`src/rtl/core/mvm_pkg.sv`:
```
package mvm_pkg;

    // Configuration port
    localparam int CFG_INDEX_W = 2;
    localparam int CFG_DATA_W  = 13;

    localparam logic [CFG_INDEX_W-1:0] REG_NUM_COLS = 2'd0;
    localparam logic [CFG_INDEX_W-1:0] REG_NUM_ROWS = 2'd1;

    localparam logic [CFG_DATA_W-1:0] RESET_COUNT = 13'd2048;

    // Defaults for the top level parameters
    localparam int DEFAULT_MAX_COLS = 4096;
    localparam int DEFAULT_MAX_ROWS = 4096;

    // Queue between front and back
    localparam int FIFO_DEPTH = 4;

    localparam int ROW_NUM_W = 12;

    // Command codes
    localparam logic CMD_LOAD   = 1'b0;
    localparam logic CMD_MATRIX = 1'b1;

    typedef struct packed {
        logic               command;
        logic signed [15:0] value;
    } cmd_word_t;

    typedef struct packed {
        logic signed [47:0]    row_sum;
        logic [ROW_NUM_W-1:0]  row_number;
        logic                  last_row;
        logic signed [55:0]    running_checksum;
    } res_word_t;

    // One multiply-accumulate job handed from front to back
    typedef struct packed {
        logic signed [15:0]    value;
        logic signed [15:0]    vec;
        logic                  first;
        logic                  row_end;
        logic                  last_row;
        logic [ROW_NUM_W-1:0]  row_number;
    } mac_word_t;

    typedef struct packed {
        logic full;
        logic empty;
    } fifo_status_t;

endpackage

```
`src/rtl/core/mvm_back.sv`:
```
module mvm_back (
    input  logic                  clk,
    input  logic                  rst_n,
    input  mvm_pkg::fifo_status_t fifo_status,
    output logic                  pop,
    input  mvm_pkg::mac_word_t    pop_word,
    output logic                  res_valid,
    input  logic                  res_ready,
    output mvm_pkg::res_word_t    res_word
);

    localparam logic signed [47:0] ROW_MAX = 48'sh7FFF_FFFF_FFFF;
    localparam logic signed [47:0] ROW_MIN = 48'sh8000_0000_0000;
    localparam logic signed [55:0] SUM_MAX = 56'sh7F_FFFF_FFFF_FFFF;
    localparam logic signed [55:0] SUM_MIN = 56'sh80_0000_0000_0000;

    // product stage
    logic                 p_valid_reg, p_valid_next;
    logic signed [31:0]   p_prod_reg;
    logic                 p_first_reg;
    logic                 p_row_end_reg;
    logic                 p_last_reg;
    logic [mvm_pkg::ROW_NUM_W-1:0] p_row_reg;

    // row accumulator and finished-row stage
    logic signed [47:0]   acc_reg;
    logic                 r_valid_reg, r_valid_next;
    logic signed [47:0]   r_sum_reg;
    logic                 r_last_reg;
    logic [mvm_pkg::ROW_NUM_W-1:0] r_row_reg;

    // checksum and output word
    logic signed [55:0]   chk_reg, chk_next;
    logic                 res_valid_reg, res_valid_next;
    mvm_pkg::res_word_t   res_word_reg;

    logic                 out_free;
    logic                 r_free;
    logic                 acc_take;
    logic                 p_free;
    logic                 r_move;
    logic signed [47:0]   acc_base;
    logic signed [48:0]   acc_sum;
    logic signed [47:0]   acc_sat;
    logic signed [56:0]   chk_sum;
    logic signed [55:0]   chk_sat;

    assign out_free = !res_valid_reg || res_ready;
    assign r_free   = !r_valid_reg || out_free;
    assign r_move   = r_valid_reg && out_free;
    assign acc_take = p_valid_reg && (!p_row_end_reg || r_free);
    assign p_free   = !p_valid_reg || acc_take;
    assign pop      = !fifo_status.empty && p_free;

    always_comb
    begin
        acc_base = p_first_reg ? '0 : acc_reg;
        acc_sum  = 49'(acc_base) + 49'(p_prod_reg);
        if (acc_sum[48] != acc_sum[47])
        begin
            acc_sat = acc_sum[48] ? ROW_MIN : ROW_MAX;
        end
        else
        begin
            acc_sat = acc_sum[47:0];
        end

        chk_sum = 57'(chk_reg) + 57'(r_sum_reg);
        if (chk_sum[56] != chk_sum[55])
        begin
            chk_sat = chk_sum[56] ? SUM_MIN : SUM_MAX;
        end
        else
        begin
            chk_sat = chk_sum[55:0];
        end

        p_valid_next = pop ? 1'b1 : (acc_take ? 1'b0 : p_valid_reg);

        r_valid_next = r_move ? 1'b0 : r_valid_reg;
        if (acc_take && p_row_end_reg)
        begin
            r_valid_next = 1'b1;
        end

        res_valid_next = (res_valid_reg && res_ready) ? 1'b0 : res_valid_reg;
        chk_next       = chk_reg;
        if (r_move)
        begin
            res_valid_next = 1'b1;
            chk_next       = r_last_reg ? '0 : chk_sat;
        end
    end

    always_ff @(posedge clk or negedge rst_n)
    begin
        if (!rst_n)
        begin
            p_valid_reg   <= 1'b0;
            r_valid_reg   <= 1'b0;
            res_valid_reg <= 1'b0;
            chk_reg       <= '0;
        end
        else
        begin
            p_valid_reg   <= p_valid_next;
            r_valid_reg   <= r_valid_next;
            res_valid_reg <= res_valid_next;
            chk_reg       <= chk_next;
        end
    end

    always_ff @(posedge clk)
    begin
        if (pop)
        begin
            p_prod_reg    <= 32'(pop_word.value) * 32'(pop_word.vec);
            p_first_reg   <= pop_word.first;
            p_row_end_reg <= pop_word.row_end;
            p_last_reg    <= pop_word.last_row;
            p_row_reg     <= pop_word.row_number;
        end
        if (acc_take)
        begin
            acc_reg <= acc_sat;
        end
        if (acc_take && p_row_end_reg)
        begin
            r_sum_reg  <= acc_sat;
            r_last_reg <= p_last_reg;
            r_row_reg  <= p_row_reg;
        end
        if (r_move)
        begin
            res_word_reg.row_sum          <= r_sum_reg;
            res_word_reg.row_number       <= r_row_reg;
            res_word_reg.last_row         <= r_last_reg;
            res_word_reg.running_checksum <= chk_sat;
        end
    end

    assign res_valid = res_valid_reg;
    assign res_word  = res_word_reg;

endmodule

```
`config.mk`:
```
export PLATFORM = sky130hd
export DESIGN_NAME = mvm_back
export DESIGN_NICKNAME = d
export VERILOG_FILES = /design/src/rtl/core/mvm_pkg.sv /design/src/rtl/core/mvm_back.sv
export SDC_FILE = /design/constraint.sdc
export NUM_CORES = 1
export LEC_CHECK = 0
export BUFFER_PORTS_ARGS = -buffer_cell sky130_fd_sc_hd__buf_2
export CAP_MARGIN = 20
export CORE_MARGIN = 2
export CORE_UTILIZATION = 40
export DETAILED_ROUTE_END_ITERATION = 12
export GPL_TIMING_DRIVEN = 0
export PLACE_DENSITY = 0.57
export SYNTH_ARGS = -nofsm -noshare
export SYNTH_HDL_FRONTEND = slang
export SYNTH_SLANG_ARGS = --single-unit
```
`constraint.sdc`:
```
create_clock -name clk -period 6.7 [get_ports clk]
set_input_delay 0.67 -clock clk [delete_from_list [all_inputs] [get_ports clk]]
set_output_delay 0.67 -clock clk [all_outputs]
set_load 0.02 [all_outputs]
```
==> summary.md <==
| Metric | Value |
|---|---|
| Status | completed |
| P&R area growth vs syn | 13.1% |
| ANT nets after route | 0 |
| Sequential area share after synthesis | 0.350 |
| Cell variety after synth | 84 |
| Worst reg2reg path depth | 14 |
| GPL Wtd Cong | 0.932 |
| Top cells by count, synth | inv_1 (323), edfxtp_1 (273), fa_1 (264) |
| Share of cells above drive strength 1 | 0.125 |
| Max Clock Skew | 13.2 ps |
| Arrival time at the worst endpoint | 6780 ps |
| Top Usage Layer GRT | met2 |
| Non-Filler Instances | 3780 |
| Cell Area, Synth | 27600 sq um |
| Die Wd | 267 microns |
| Final TNS setup | 0 ps |
| Avg WL per Cell | 19.7 microns |
| Dominant cell by count in the synthesized netlist | inv_1 |
| Max Slew Vio Count | 0 |
| H-tree depth | 2 |
| Sink Count | 332 |
| Vias in the first global route | 21000 |
| Drt pass-1 iters | 6 |
| Number of diodes | 0 |
| IO Count | 171 |
| Clock Path Buffers | 3 |
| Synth Register Bits | 332 |
| Filler instances | 6508 |
| Worst slew pin tran | 956 ps |
| Setup WS post-layout | 193 ps |
| CP Capture Type | register |
| Initial core utilization | 0.404 |
| Synthesized instance count | 2657 |
| Worst skew pair latency | 520 ps |
| Total Die Area | 71200 sq um |
| Hold Vio Cnt, Final | 0 |
| Core Rows | 96 |
| Vias | 19900 |
| Max Cap Violations | 0 |
| Post-synth EDFFs | 273 |
| Die Y | 267 microns |
| Number of port buffers | 169 |
| CTS tree | yes |
| Critical path data required time | 6970 ps |
| Post-place setup slack | -1020 ps |
| Final nets | 3376 |
| Clock transition at path regs | 70 ps |
| Ys flop type | edfxtp_1 |
| Top cell type by total area after synthesis | edfxtp_1 |
| Num CTS Buffers | 34 |
| # DRC | 0 |
| Total GRT Usage | 0.213 |
| Via density | 5.27 |
| Met2 usage | 0.371 |
| Startpoint Class | input port |
| Fmax | 154 MHz |
| Max reg flops | 117 |
| Grt total ovfl | 0 |
| Synth Area per Inst | 10.4 sq um |
| First-pass GRT wire length | 119000 microns |
| Routed Wire Length | 74400 microns |
| Period utilization | 0.971 |
| Placed cells | 3712 |
| CP max FO | 10 |
| Final setup fails | 0 |
| Grt met3 use | 0.0197 |
| Minimum hold slack | 230 ps |
| GR Util met1 | 0.282 |
| Initial antenna violation count | 0 |
| Worst hold-check path type | input port to async pin |
| Core Box Area | 68500 sq um |
| DR iter-0 viols | 1165 |
| Post-route minimum period | 6510 ps |
| Ys async rst share | 0.178 |
| CTS root buf | clkbuf_16 |
| Pin count of the biggest net entering global routing | 67 |
| Mapped Nets | 3159 |
| Yosys top cell area share | 0.297 |
| RSZ-0062 raised after global routing | yes |
| YS warnings | 0 |
| Largest cells by area after synthesis | edfxtp_1 (30%), fa_1 (19%), ha_1 (8.4%) |
| Post-DP HPWL | 60700 microns |
| Slew HR | 0.363 |
| Critical path class | input port to register |
==> per-layer routing <==
layer / vias to the layer above / share of wire
met5: - / 0
met4: 0 / 0.030
met3: 101 / 0.036
met2: 419 / 0.48
met1: 9905 / 0.45
li1: 9480 / -
==> final timing paths <==
check	startpoint	to	slack (ps)
min	rst_n	chk_reg[4]	230
min in group clk	pop_word[5]	p_row_reg[5]	320
max	pop_word[33]	p_prod_reg[30]	190
min reg2reg	r_row_reg[2]	res_word[59]	420
max reg2reg	p_first_reg	r_sum_reg[38]	960
max in group asynchronous	rst_n	chk_reg[47]	5840
==> worst max-delay path, cell delays in order <==
cell and delay [ps]:
buf_2 230, buf_4 260, nand2_1 100, fa_1 500
fa_1 500, inv_1 50, fa_1 550, fa_1 450
fa_1 490, inv_1 50, fa_1 470, inv_1 40
ha_1 380, a21oi_2 180, nor2b_2 70, o41ai_2 320
a31oi_2 110, a311o_1 420, a221o_1 400, o31ai_4 240
nor3b_2 70, a211o_1 230
==> placed cells by master, fill, tap and decap left out, types with 12 or more instances in the layout <==
| cell | n |
|---|---|
| and2_1 | 136 |
| a21o_1 | 66 |
| nor3_1 | 21 |
| o21bai_1 | 28 |
| nor2_1 | 107 |
| o21ai_1 | 49 |
| nand4_1 | 23 |
| nor2b_1 | 62 |
| buf_4 | 34 |
| buf_2 | 175 |
| and3_1 | 12 |
| xnor2_1 | 79 |
| nand2_1 | 258 |
| nand2b_1 | 23 |
| clkbuf_1 | 42 |
| xor2_1 | 47 |
| clkbuf_16 | 37 |
| inv_1 | 320 |
| nand3_1 | 26 |
| o21ai_0 | 97 |
| dfrtp_1 | 59 |
| a21oi_1 | 194 |
| maj3_1 | 40 |
| ha_1 | 183 |
| edfxtp_1 | 273 |
| o211ai_1 | 17 |
| fa_1 | 261 |
==> through the flow <==
step	instance area (sq um)	utilization
after CTS	31100	0.454
after global routing	31200	0.456
after floorplan	27700	-
after global placement	29600	0.433
final	31200	0.456
after detailed placement	29800	0.435
==> area by class of cell <==
cell class,instances,area [sq um],area share
multi-input combinational,1897,16400,0.525
sequential,332,9670,0.310
inverter,324,1220,0.0390
timing repair buffer,189,1120,0.0359
tap,882,1100,0.0353
clock buffer,41,898,0.0287
buffer,96,638,0.0204
clock inverter,19,195,0.00625
==> kinds of logic (layout without fill, tap and decap cells) <==
family                     after synthesis  in the layout  synth area share
AOI/OAI and AO/OA                      579            579             0.133
buffers and inverters                  428            669            0.0611
adders and majority gates              493            493             0.291
and+or+nand+nor                        693            693             0.122
DFF                                    332            332             0.350
xor gates and xnor gates               128            128            0.0411
muxes                                    4              4           0.00145
==> repair_timing <==
| item | 4_1_cts | 5_1_grt |
|---|---|---|
| pin swaps | 4 | 18 |
| setup buffers | 2 | 14 |
| setup endpoints to repair | 3 | 4 |
| gates resized for setup | 54 | 71 |
| hold buffers | 0 | 0 |
Power is left out: the tool's default activity adds up to more than one toggle a clock period on the data nets, which glitch-free logic cannot reach.
