--- config.mk ---
export PLATFORM = sky130hd
export DESIGN_NAME = mvm_fifo
export DESIGN_NICKNAME = d
export VERILOG_FILES = /design/src/rtl/core/mvm_pkg.sv /design/src/rtl/core/mvm_fifo.sv
export SDC_FILE = /design/constraint.sdc
export NUM_CORES = 1
export LEC_CHECK = 0
export BUFFER_PORTS_ARGS = -buffer_cell sky130_fd_sc_hd__buf_4
export CORE_MARGIN = 1
export CORE_UTILIZATION = 47
export CTS_BUF_LIST = sky130_fd_sc_hd__clkbuf_8
export CTS_CLUSTER_SIZE = 24
export DETAILED_ROUTE_END_ITERATION = 10
export GPL_ROUTABILITY_DRIVEN = 0
export PLACE_DENSITY = 0.68
export SYNTH_ARGS = -nofsm -noshare
export SYNTH_HDL_FRONTEND = slang
export SYNTH_SLANG_ARGS = --single-unit
--- constraint.sdc ---
create_clock -name clk -period 3 [get_ports clk]
set_input_delay 0.6 -clock clk [delete_from_list [all_inputs] [get_ports clk]]
set_output_delay 0.6 -clock clk [all_outputs]
set_load 0.005 [all_outputs]
--- src/rtl/core/mvm_pkg.sv ---
package mvm_pkg;

    // Configuration port
    localparam int CFG_INDEX_W = 2;
    localparam int CFG_DATA_W  = 13;

    localparam logic [CFG_INDEX_W-1:0] REG_NUM_COLS = 2'd0;
    localparam logic [CFG_INDEX_W-1:0] REG_NUM_ROWS = 2'd1;

    localparam logic [CFG_DATA_W-1:0] RESET_COUNT = 13'd2048;

    // Defaults for the top level parameters
    localparam int DEFAULT_MAX_COLS = 4096;
    localparam int DEFAULT_MAX_ROWS = 4096;

    // Queue between front and back
    localparam int FIFO_DEPTH = 4;

    localparam int ROW_NUM_W = 12;

    // Command codes
    localparam logic CMD_LOAD   = 1'b0;
    localparam logic CMD_MATRIX = 1'b1;

    typedef struct packed {
        logic               command;
        logic signed [15:0] value;
    } cmd_word_t;

    typedef struct packed {
        logic signed [47:0]    row_sum;
        logic [ROW_NUM_W-1:0]  row_number;
        logic                  last_row;
        logic signed [55:0]    running_checksum;
    } res_word_t;

    // One multiply-accumulate job handed from front to back
    typedef struct packed {
        logic signed [15:0]    value;
        logic signed [15:0]    vec;
        logic                  first;
        logic                  row_end;
        logic                  last_row;
        logic [ROW_NUM_W-1:0]  row_number;
    } mac_word_t;

    typedef struct packed {
        logic full;
        logic empty;
    } fifo_status_t;

endpackage

--- src/rtl/core/mvm_fifo.sv ---
module mvm_fifo #(
    parameter int DEPTH = mvm_pkg::FIFO_DEPTH
) (
    input  logic                  clk,
    input  logic                  rst_n,
    input  logic                  push,
    input  mvm_pkg::mac_word_t    push_word,
    input  logic                  pop,
    output mvm_pkg::mac_word_t    pop_word,
    output mvm_pkg::fifo_status_t status
);

    localparam int PW = $clog2(DEPTH);
    localparam int NW = $clog2(DEPTH+1);

    mvm_pkg::mac_word_t slot_reg [DEPTH];
    logic [PW-1:0]      wr_reg, wr_next;
    logic [PW-1:0]      rd_reg, rd_next;
    logic [NW-1:0]      count_reg, count_next;

    always_comb
    begin
        wr_next    = push ? ((wr_reg == PW'(DEPTH-1)) ? '0 : wr_reg + PW'(1)) : wr_reg;
        rd_next    = pop  ? ((rd_reg == PW'(DEPTH-1)) ? '0 : rd_reg + PW'(1)) : rd_reg;
        count_next = count_reg + NW'(push) - NW'(pop);
    end

    assign status.full  = (count_reg == NW'(DEPTH));
    assign status.empty = (count_reg == '0);
    assign pop_word     = slot_reg[rd_reg];

    always_ff @(posedge clk or negedge rst_n)
    begin
        if (!rst_n)
        begin
            wr_reg    <= '0;
            rd_reg    <= '0;
            count_reg <= '0;
        end
        else
        begin
            wr_reg    <= wr_next;
            rd_reg    <= rd_next;
            count_reg <= count_next;
        end
    end

    always_ff @(posedge clk)
    begin
        if (push)
        begin
            slot_reg[wr_reg] <= push_word;
        end
    end

endmodule

==> results of run 1 <==
## report_power, final
group / total (W) / leakage [nW] / internal, W / switching [W]
clock network: 0.00170 / 0.212 / 0.000833 / 0.000869
logic: 0.00227 / 0.975 / 0.00133 / 0.000938
registers: 0.00375 / 1.81 / 0.00349 / 0.000255
total: 0.00772 / 2.99 / 0.00566 / 0.00206
## layout make-up
type / instances / area, sq um / area share (%)
repair buffers: 107 / 881 / 10.2
well taps: 184 / 230 / 2.66
flip-flops and latches: 195 / 5830 / 67.3
inverters: 6 / 22.5 / 0.260
clock buffers: 21 / 289 / 3.34
clock inverters: 11 / 126 / 1.46
multi-input cells: 70 / 1280 / 14.8
## final timing paths
path / start / end / depth (start not counted)
hold / removal: push_word[29] / slot_reg[3][29] / 1
setup / recovery: rd_reg[0] / pop_word[25] / 3
max in group asynchronous: rst_n / rd_reg[0] / 2
hold reg to reg: wr_reg[1] / wr_reg[1] / 2
setup reg to reg: wr_reg[0] / slot_reg[0][10] / 4
min in group asynchronous: rst_n / count_reg[2] / 2
## through the flow
step	instance area (sq um)	power (W)	setup slack [ns]	hold slack (ns)	cells
6_report	8660	0.00772	0.193	0.345	594
2_1_floorplan	7220	0.00507	0.847	0.304	282
3_5_place_dp	8230	0.00615	0.607	0.423	561
5_1_grt	8660	0.00812	0.0102	0.305	594
3_3_place_gp	8230	0.00611	0.603	0.422	561
4_1_cts	8660	0.00784	0.0908	0.308	594
## worst max-delay path, cell delays in order (launching register included)
cell and delay [ns]:
dfrtp_4 0.76, buf_4 0.32, mux4_2 0.53, buf_4 0.15
## cells in the final DEF, fill, tap and decap left out, types with 2 or more instances in the layout
cell       count
clkinv_4       4
clkinv_2       3
buf_12         6
edfxtp_1     188
bufinv_16      2
clkbuf_8      21
dfrtp_1        5
o21ai_0        2
and2_2         4
mux2_2         2
inv_1          6
ha_1           7
buf_4        100
mux4_1         2
mux4_2        45
## layer usage
layer | GRT usage [%] | wire length [um]
met1 | 21.8 | 5320
met2 | 26.1 | 5820
met3 | 5.14 | 697
met4 | 6.59 | 178
met5 | 0 | 0
## kinds of logic (layout without fill, tap and decap cells)
group                      Yosys count  in the layout  synth area share [%]
xor gates and xnor gates             2              2                 0.243
and+or+nand+nor                      9              9                 0.728
DFF                                195            195                  80.7
AOI/OAI and AO/OA                    2              2                 0.139
adders and majority gates            8              8                  1.49
buffers and inverters               17            145                  1.65
muxes                               49             49                  15.1
## repair_timing
action / 4_1_cts / 5_1_grt
hold endpoints to repair: 7 / 0
hold buffers: 1 / 0
setup buffers: 0 / 0
==> qor.txt, run 1 <==
initial antenna violation count = 0
Initial Util = 48.9%
final setup vio count = 0
peak supply drop = 0.371 mV
post-layout util = 58.7%
final period utilization = 93.6%
Worst R2R Setup Slack = 1.26 ns
crit path DAT = 2.21 ns
asr flop ratio synth = 3.59%
YS warnings = 0
synth unique cells = 23
vias per inst = 5.36
Fin. Hold Viols = 0
Setup TNS Final = 0 ns
die width = 126 um
RSZ-0062 raised after global routing = false
Largest register FFs = 188
cell area power density = 892 nW/um^2
Setup crit start kind = register
achievable frequency = 356 MHz
CTS tree = yes
DRC errors left = 0
status = complete, no violations
Hold Path Class = in2reg
DRT iter0 DRCs = 248
Pre-antenna DRT Iters = 4
Worst Path Max Fanout = 25
P_leak = 2.99 nW
Total Routing Usage GR = 16.6%
worst endpoint required time = 2.40 ns
largest cells by area after synthesis = edfxtp_1 (78%), mux4_2 (14%), dfrtp_1 (2.4%), ha_1 (1.2%), mux4_1 (0.73%)
root buf cell = clkbuf_8
die height = 126 um
Worst Setup Path Type = reg2out
CP Capture Type = output pin
HPWL Detailed = 7.21 mm
CTS Buffer Depth = 2
Max-slew headroom = 64.2%
vias in the first global route = 3455
Detailed Route WL = 12.0 mm
H-tree depth = 4
overall die area = 15900 sq um
GR Overflow Total = 0
floorplan row count = 44
Worst Skew = 0.00679 ns
Vias = 3182
ANT nets after route = 0
drt wl/cell = 20.2 um
nets = 456
core area = 14800 sq um
IO Pins = 100
largest net degree at the start of global routing = 34
Syn Std Cell Area = 7220 sq um
Yosys reg bits = 195
Synth top area share = 78.2%
Diodes inserted = 0
Avg Cell Area, Syn = 25.6 sq um
cts repair resizes = 0
fill cell count = 1058
Post-Syn Instances = 282
EDFF count, synth = 188
Layout area overhead = 20.0%
fin crit period = 2.81 ns
CTS Buf Count = 17
Seq/Total Area, Yosys = 80.7%
Final Max Tran Viols = 0
first-pass GRT wire length = 18.9 mm
Max-Cap Viols = 0
Worst-Margin Slew = 0.538 ns
cell taking the most area after synthesis = edfxtp_1
ys flop type = edfxtp_1
layout cells sized above 1 = 46.8%
Port Buffers = 99
clock slew seen by the registers of the worst setup and hold paths = 0.09 ns
Post-synth top cells = edfxtp_1 (188), mux4_2 (45), dfrtp_1 (7), ha_1 (7), inv_1 (6)
Syn Nets = 341
count leader, synth = edfxtp_1
CTS Sinks = 195
Clock Latency Late Sink = 0.45 ns
Note: power is estimated with default switching activity, not from simulation.
==> inputs of run 2 (changes only) <==
Settings changed: ABC_AREA from default to 1.
==> qor.txt, run 2 <==
status = complete, no violations
largest cells by area after synthesis = edfxtp_1 (68%), nand2_1 (11%), inv_1 (9.1%), nand3_1 (5.7%), dfrtp_1 (2.1%)
Fin. Hold Viols = 0 (unchanged)
Max-Cap Viols = 0 (unchanged)
P_leak = 4.54 nW (+52%)
crit path DAT = 2.14 ns (-0.07 ns)
final instance area = 9720 sq um (+12%)
Setup Buffers After CTS = 0 (unchanged)
RSZ-0062 raised after global routing = false
initial antenna violation count = 0 (unchanged)
Port Buffers = 99 (unchanged)
GRT busiest layer = met2
cell area power density = 845 nW/um^2 (-5.2%)
nets = 947 (+110%)
die width = 135 um (+7.2%)
cell taking the most area after synthesis = edfxtp_1
Worst R2R Setup Slack = 1.09 ns (-0.17 ns)
Post-Synth Adder-Cell Area = 1.29% (-0.20 points)
Yosys reg bits = 195 (unchanged)
Vias = 5199 (+63%)
xor/xnor cell area share of the yosys netlist = 0% (-0.24 points)
CTS Buffer Depth = 2 (unchanged)
overall die area = 18200 sq um (+15%)
layout cells sized above 1 = 16.6% (-30 points)
synth unique cells = 16 (-30%)
Hold Startpoint = push_word[28]
hold slack = 0.334 ns (-0.0113 ns)
vias per inst = 4.62 (-14%)
Avg Cell Area, Syn = 10.6 sq um (-59%)
Largest register FFs = 188 (unchanged)
Final Max Tran Viols = 0 (unchanged)
asr flop ratio synth = 3.59% (unchanged)
EDFF count, synth = 188 (unchanged)
FF-to-FF End = slot_reg[0][0]
Setup crit start kind = register
achievable frequency = 366 MHz (+2.6%)
Seq/Total Area, Yosys = 70.0% (-11 points)
Worst-Margin Slew = 0.682 ns (+0.145 ns)
Post-Syn Instances = 787 (+180%)
DRT iter0 DRCs = 316 (+27%)
Final Power = 0.00821 W (+6.4%)
Worst Path Max Fanout = 58 (+130%)
ys flop type = edfxtp_1
first-pass GRT wire length = 24.9 mm (+32%)
compound-gate portion of the synthesized area = 0.241% (+0.10 points)
Diodes inserted = 0 (unchanged)
Total Routing Usage GR = 18.5% (+1.9 points)
floorplan row count = 48 (+9.1%)
Synth Area in Simple Gates = 17.1% (+16 points)
Detailed Route WL = 15.7 mm (+31%)
peak supply drop = 0.417 mV (+12%)
drt wl/cell = 13.9 um (-31%)
multi-input logic area = 1550 sq um (+21%)
post-synthesis mux area share = 0% (-15 points)
CTS tree = yes
GR Overflow Total = 0 (unchanged)
Setup TNS Final = 0 ns (unchanged)
Max-slew headroom = 54.5% (-9.7 points)
core area = 17300 sq um (+17%)
final setup vio count = 0 (unchanged)
R2R depth = 5 (+1)
DRC errors left = 0 (unchanged)
commonest cells after routing, fill and taps aside = nand2_1 (248), inv_1 (196), edfxtp_1 (188)
most common cell after layout, fill and taps aside = nand2_1
root buf cell = clkbuf_8
Worst Skew = 0.0125 ns (+0.00571 ns)
count leader, synth = nand2_1
combinational family with the most area after synthesis = simple AND/OR/NAND/NOR gates
met2 usage in global routing = 33.0% (+6.8 points)
Clock Latency Late Sink = 0.46 ns (about the same)
final period utilization = 91.2% (-2.4 points)
post-layout util = 56.2% (-2.5 points)
Synth top area share = 67.9% (-10 points)
Worst Hold Path EP = slot_reg[0][28]
DP Area = 9300 sq um (+13%)
vias in the first global route = 4898 (+42%)
largest net degree at the start of global routing = 59 (+74%)
ANT nets after route = 0 (unchanged)
CP Capture Type = output pin
FF+latch area = 5830 sq um (unchanged)
Worst Setup Path Type = reg2out
Layout area overhead = 17.0%
YS warnings = 0 (unchanged)
fin crit period = 2.74 ns (-0.0714 ns)
IO Pins = 100 (unchanged)
Pre-antenna DRT Iters = 4 (unchanged)
Syn Std Cell Area = 8310 sq um (+15%)
hold path depth = 1 (unchanged)
Hold Path Class = in2reg
CTS Sinks = 195 (unchanged)
Initial Util = 48.0% (-0.87 points)
met1 Use GR = 22.1% (+0.33 points)
HPWL Detailed = 9.52 mm (+32%)
GRT met3 Usage = 3.75% (-1.4 points)
die height = 135 um (+7.2%)
Syn Nets = 846 (+150%)
Reg-to-Reg Start = wr_reg[0]
Post-synth top cells = nand2_1 (248), inv_1 (201), edfxtp_1 (188), nand3_1 (95), buf_2 (20)
H-tree depth = 4 (unchanged)
worst endpoint required time = 2.40 ns (about the same)
CTS Buf Count = 17 (unchanged)
clock slew seen by the registers of the worst setup and hold paths = 0.10 ns (about the same)
fill cell count = 1479 (+40%)
==> run 2: final cells by class <==
| cell class | instances | share of cell area, % |
|---|---|---|
| clock buffer | 17 | 2.41 |
| clock inverter | 15 | 1.83 |
| inverter | 202 | 7.82 |
| multi-input combinational | 359 | 16.0 |
| sequential | 195 | 59.9 |
| tap | 225 | 2.90 |
| timing repair buffer | 113 | 9.14 |
==> run 2: where the power goes <==
part | switching [W] | internal, W
sequential | 0.000212 | 0.00349
clock | 0.000914 | 0.000831
combinational | 0.00162 | 0.00114
total | 0.00275 | 0.00547
==> run 2: stage by stage <==
| stage | cells | setup WS [ns] |
|---|---|---|
| floorplan | 787 | 1.02 |
| global placement | 1093 | 0.793 |
| detailed placement | 1093 | 0.751 |
| CTS | 1126 | 0.236 |
| global route | 1126 | 0.0745 |
| finish | 1126 | 0.265 |
==> run 2: critical path, stage by stage (launching register included) <==
cell,delay [ns]
dfrtp_4,0.62
clkinv_2,0.09
buf_4,0.49
nand2_1,0.11
nand3_1,0.10
nand2_1,0.09
buf_4,0.14
==> run 2: repair_timing <==
item / 4_1_cts / 5_1_grt
endpoints found under the hold margin: 7 / 0
gates resized for setup: 0 / 0
hold buffers: 1 / 0
==> run 2: logic make-up after synthesis <==
| kind of cell | after synthesis |
|---|---|
| and+or+nand+nor | 347 |
| buffers and inverters | 233 |
| DFF | 195 |
| AOI/OAI and AO/OA | 4 |
| adders and majority gates | 8 |
==> run 2: worst max path at each step <==
| stage | endpoint | depth (start not counted) | slack (ns) | start |
|---|---|---|---|---|
| 2_1_floorplan | slot_reg[2][0] | 4 | 1.02 | wr_reg[0] |
| 3_3_place_gp | pop_word[4] | 6 | 0.79 | rd_reg[0] |
| 3_5_place_dp | pop_word[4] | 6 | 0.75 | rd_reg[0] |
| 4_1_cts | pop_word[4] | 6 | 0.24 | rd_reg[0] |
| 5_1_grt | pop_word[4] | 6 | 0.07 | rd_reg[0] |
| 6_report | pop_word[4] | 6 | 0.26 | rd_reg[0] |
==> run 2: per-layer routing <==
layer	part of all wire [%]	wire [um]
met2	53	8260
met3	4.0	632
met5	0	0
met4	1.2	191
met1	42	6610
==> inputs of run 3 (changes only) <==
Settings changed: ABC_AREA 1 to default, CTS_CLUSTER_DIAMETER from default to 40, PLACE_DENSITY 0.68 to 0.75.
==> qor.txt, run 3 (synthesis results as in run 1) <==
Setup Buffers After CTS = 0 (unchanged)
P_leak = 3.02 nW (-33%)
first-pass GRT wire length = 18.6 mm (-25%)
Worst Setup Path Type = reg2out
final period utilization = 92.9% (+1.7 points)
RSZ-0062 raised after global routing = false
initial antenna violation count = 0 (unchanged)
Total Routing Usage GR = 16.3% (-2.2 points)
ANT nets after route = 0 (unchanged)
cts repair resizes = 0 (unchanged)
Hold Path Class = in2reg
DP Cell Count = 565 (-48%)
Worst Path Max Fanout = 21 (-64%)
fill cell count = 1065 (-28%)
floorplan row count = 44 (-8.3%)
Pre-antenna DRT Iters = 4 (unchanged)
Max-slew headroom = 60.8% (+6.4 points)
CTS Buf Count = 17 (unchanged)
Initial Util = 48.9% (+0.87 points)
vias in the first global route = 3406 (-30%)
HPWL Detailed = 7.65 mm (-20%)
overall die area = 15900 sq um (-13%)
hold buffers post-CTS = 1 (unchanged)
die width = 126 um (-6.7%)
CTS tree = yes
Port Buffers = 99 (unchanged)
Final Power = 0.00783 W (-4.7%)
Fin. Hold Viols = 0 (unchanged)
core area = 14800 sq um (-15%)
final instance area = 8670 sq um (-11%)
Clock Latency Late Sink = 0.45 ns (about the same)
Slowest cell on crit path = dfrtp_4
final setup vio count = 0 (unchanged)
DRC errors left = 0 (unchanged)
Worst Skew = 0.00901 ns (-0.00348 ns)
GR Overflow Total = 0 (unchanged)
layout cells sized above 1 = 46.4% (+30 points)
Final Non-Filler Cells = 598 (-47%)
H-tree depth = 4 (unchanged)
peak supply drop = 0.454 mV (+8.9%)
commonest cells after routing, fill and taps aside = edfxtp_1 (188), buf_4 (108), mux4_2 (45)
CP most frequent cell = buf_4
Diodes inserted = 0 (unchanged)
root buf cell = clkbuf_8
CTS Buffer Depth = 2 (unchanged)
CP peak stage delay = 0.69 ns (+0.07 ns)
clock slew seen by the registers of the worst setup and hold paths = 0.09 ns (about the same)
Setup TNS Final = 0 ns (unchanged)
Vias = 3171 (-39%)
fin crit period = 2.79 ns (+0.0507 ns)
status = complete, no violations
DRT iter0 DRCs = 203 (-36%)
DP Area = 8210 sq um (-12%)
CTS Sinks = 195 (unchanged)
achievable frequency = 359 MHz (-1.8%)
Setup crit start kind = register
crit path DAT = 2.19 ns (+0.05 ns)
Final Max Tran Viols = 0 (unchanged)
drt wl/cell = 20.2 um (+45%)
worst endpoint required time = 2.40 ns (about the same)
vias per inst = 5.30 (+15%)
largest net degree at the start of global routing = 34 (-42%)
Detailed Route WL = 12.1 mm (-23%)
cell area power density = 903 nW/um^2 (+6.9%)
CP Cell Sequence = buf_4 > mux4_2 > buf_4
Layout area overhead = 20.1%
die height = 126 um (-6.7%)
post-place setup slack = 0.650 ns (-0.102 ns)
nets = 460 (-51%)
IO Pins = 100 (unchanged)
Worst-Margin Slew = 0.588 ns (-0.0943 ns)
setup ws final = 0.214 ns (-0.0507 ns)
most common cell after layout, fill and taps aside = edfxtp_1
Max-Cap Viols = 0 (unchanged)
Largest register FFs = 188 (unchanged)
CP Capture Type = output pin
run 3: cell types whose count changed in the layout (fill, tap and decap cells not counted), moves of 2 or more:
cell / delta
nand2_1: -247
inv_1: -187
nand3_1: -95
mux4_2: +45
inv_2: -5
and2_2: +4
inv_6: -4
bufinv_16: +2
mux2_2: +2
mux4_1: +2
run 3: metrics by stage:
stage	util [%]	hold slack (ns)
finish	58.8	0.338
global route	58.8	0.299
CTS	58.8	0.298
detailed placement	55.6	0.419
global placement	55.6	0.416
floorplan	-	0.304
run 3: power by group:
part           internal, W  switching, W
logic              0.00131      0.000943
clock network     0.000987      0.000863
registers          0.00350      0.000232
total              0.00579       0.00204
run 3: routing by layer:
metal	GRT usage, %	share of wire [%]
met1	20.5	42
met2	26.7	52
met3	5.10	4.4
met4	5.74	1.2
met5	0	0
run 3: area by class of cell:
class | count | area, sq um | area share [%]
sequential | 195 | 5830 | 67.2
multi-input combinational | 70 | 1280 | 14.8
timing repair buffer | 111 | 861 | 9.93
clock buffer | 17 | 234 | 2.70
tap | 184 | 230 | 2.66
clock inverter | 15 | 214 | 2.47
inverter | 6 | 22.5 | 0.260
run 3: path summary, 6_finish.rpt:
path,start,endpoint,slack [ns],cells past startpoint
min in group asynchronous,rst_n,rd_reg[1],0.49,2
worst min-delay path,push_word[35],slot_reg[0][35],0.34,1
worst min register to register,wr_reg[1],wr_reg[1],0.63,2
max in group asynchronous,rst_n,rd_reg[0],2.37,2
worst max register to register,wr_reg[0],slot_reg[2][10],1.12,4
worst max-delay path,rd_reg[0],pop_word[13],0.21,3
run 3: worst max-delay path: cells and delay by family (launching register included):
| kind | cells | cell delay (ns) |
|---|---|---|
| DFF | 1 | 0.69 |
| muxes | 1 | 0.55 |
| buffers and inverters | 2 | 0.48 |
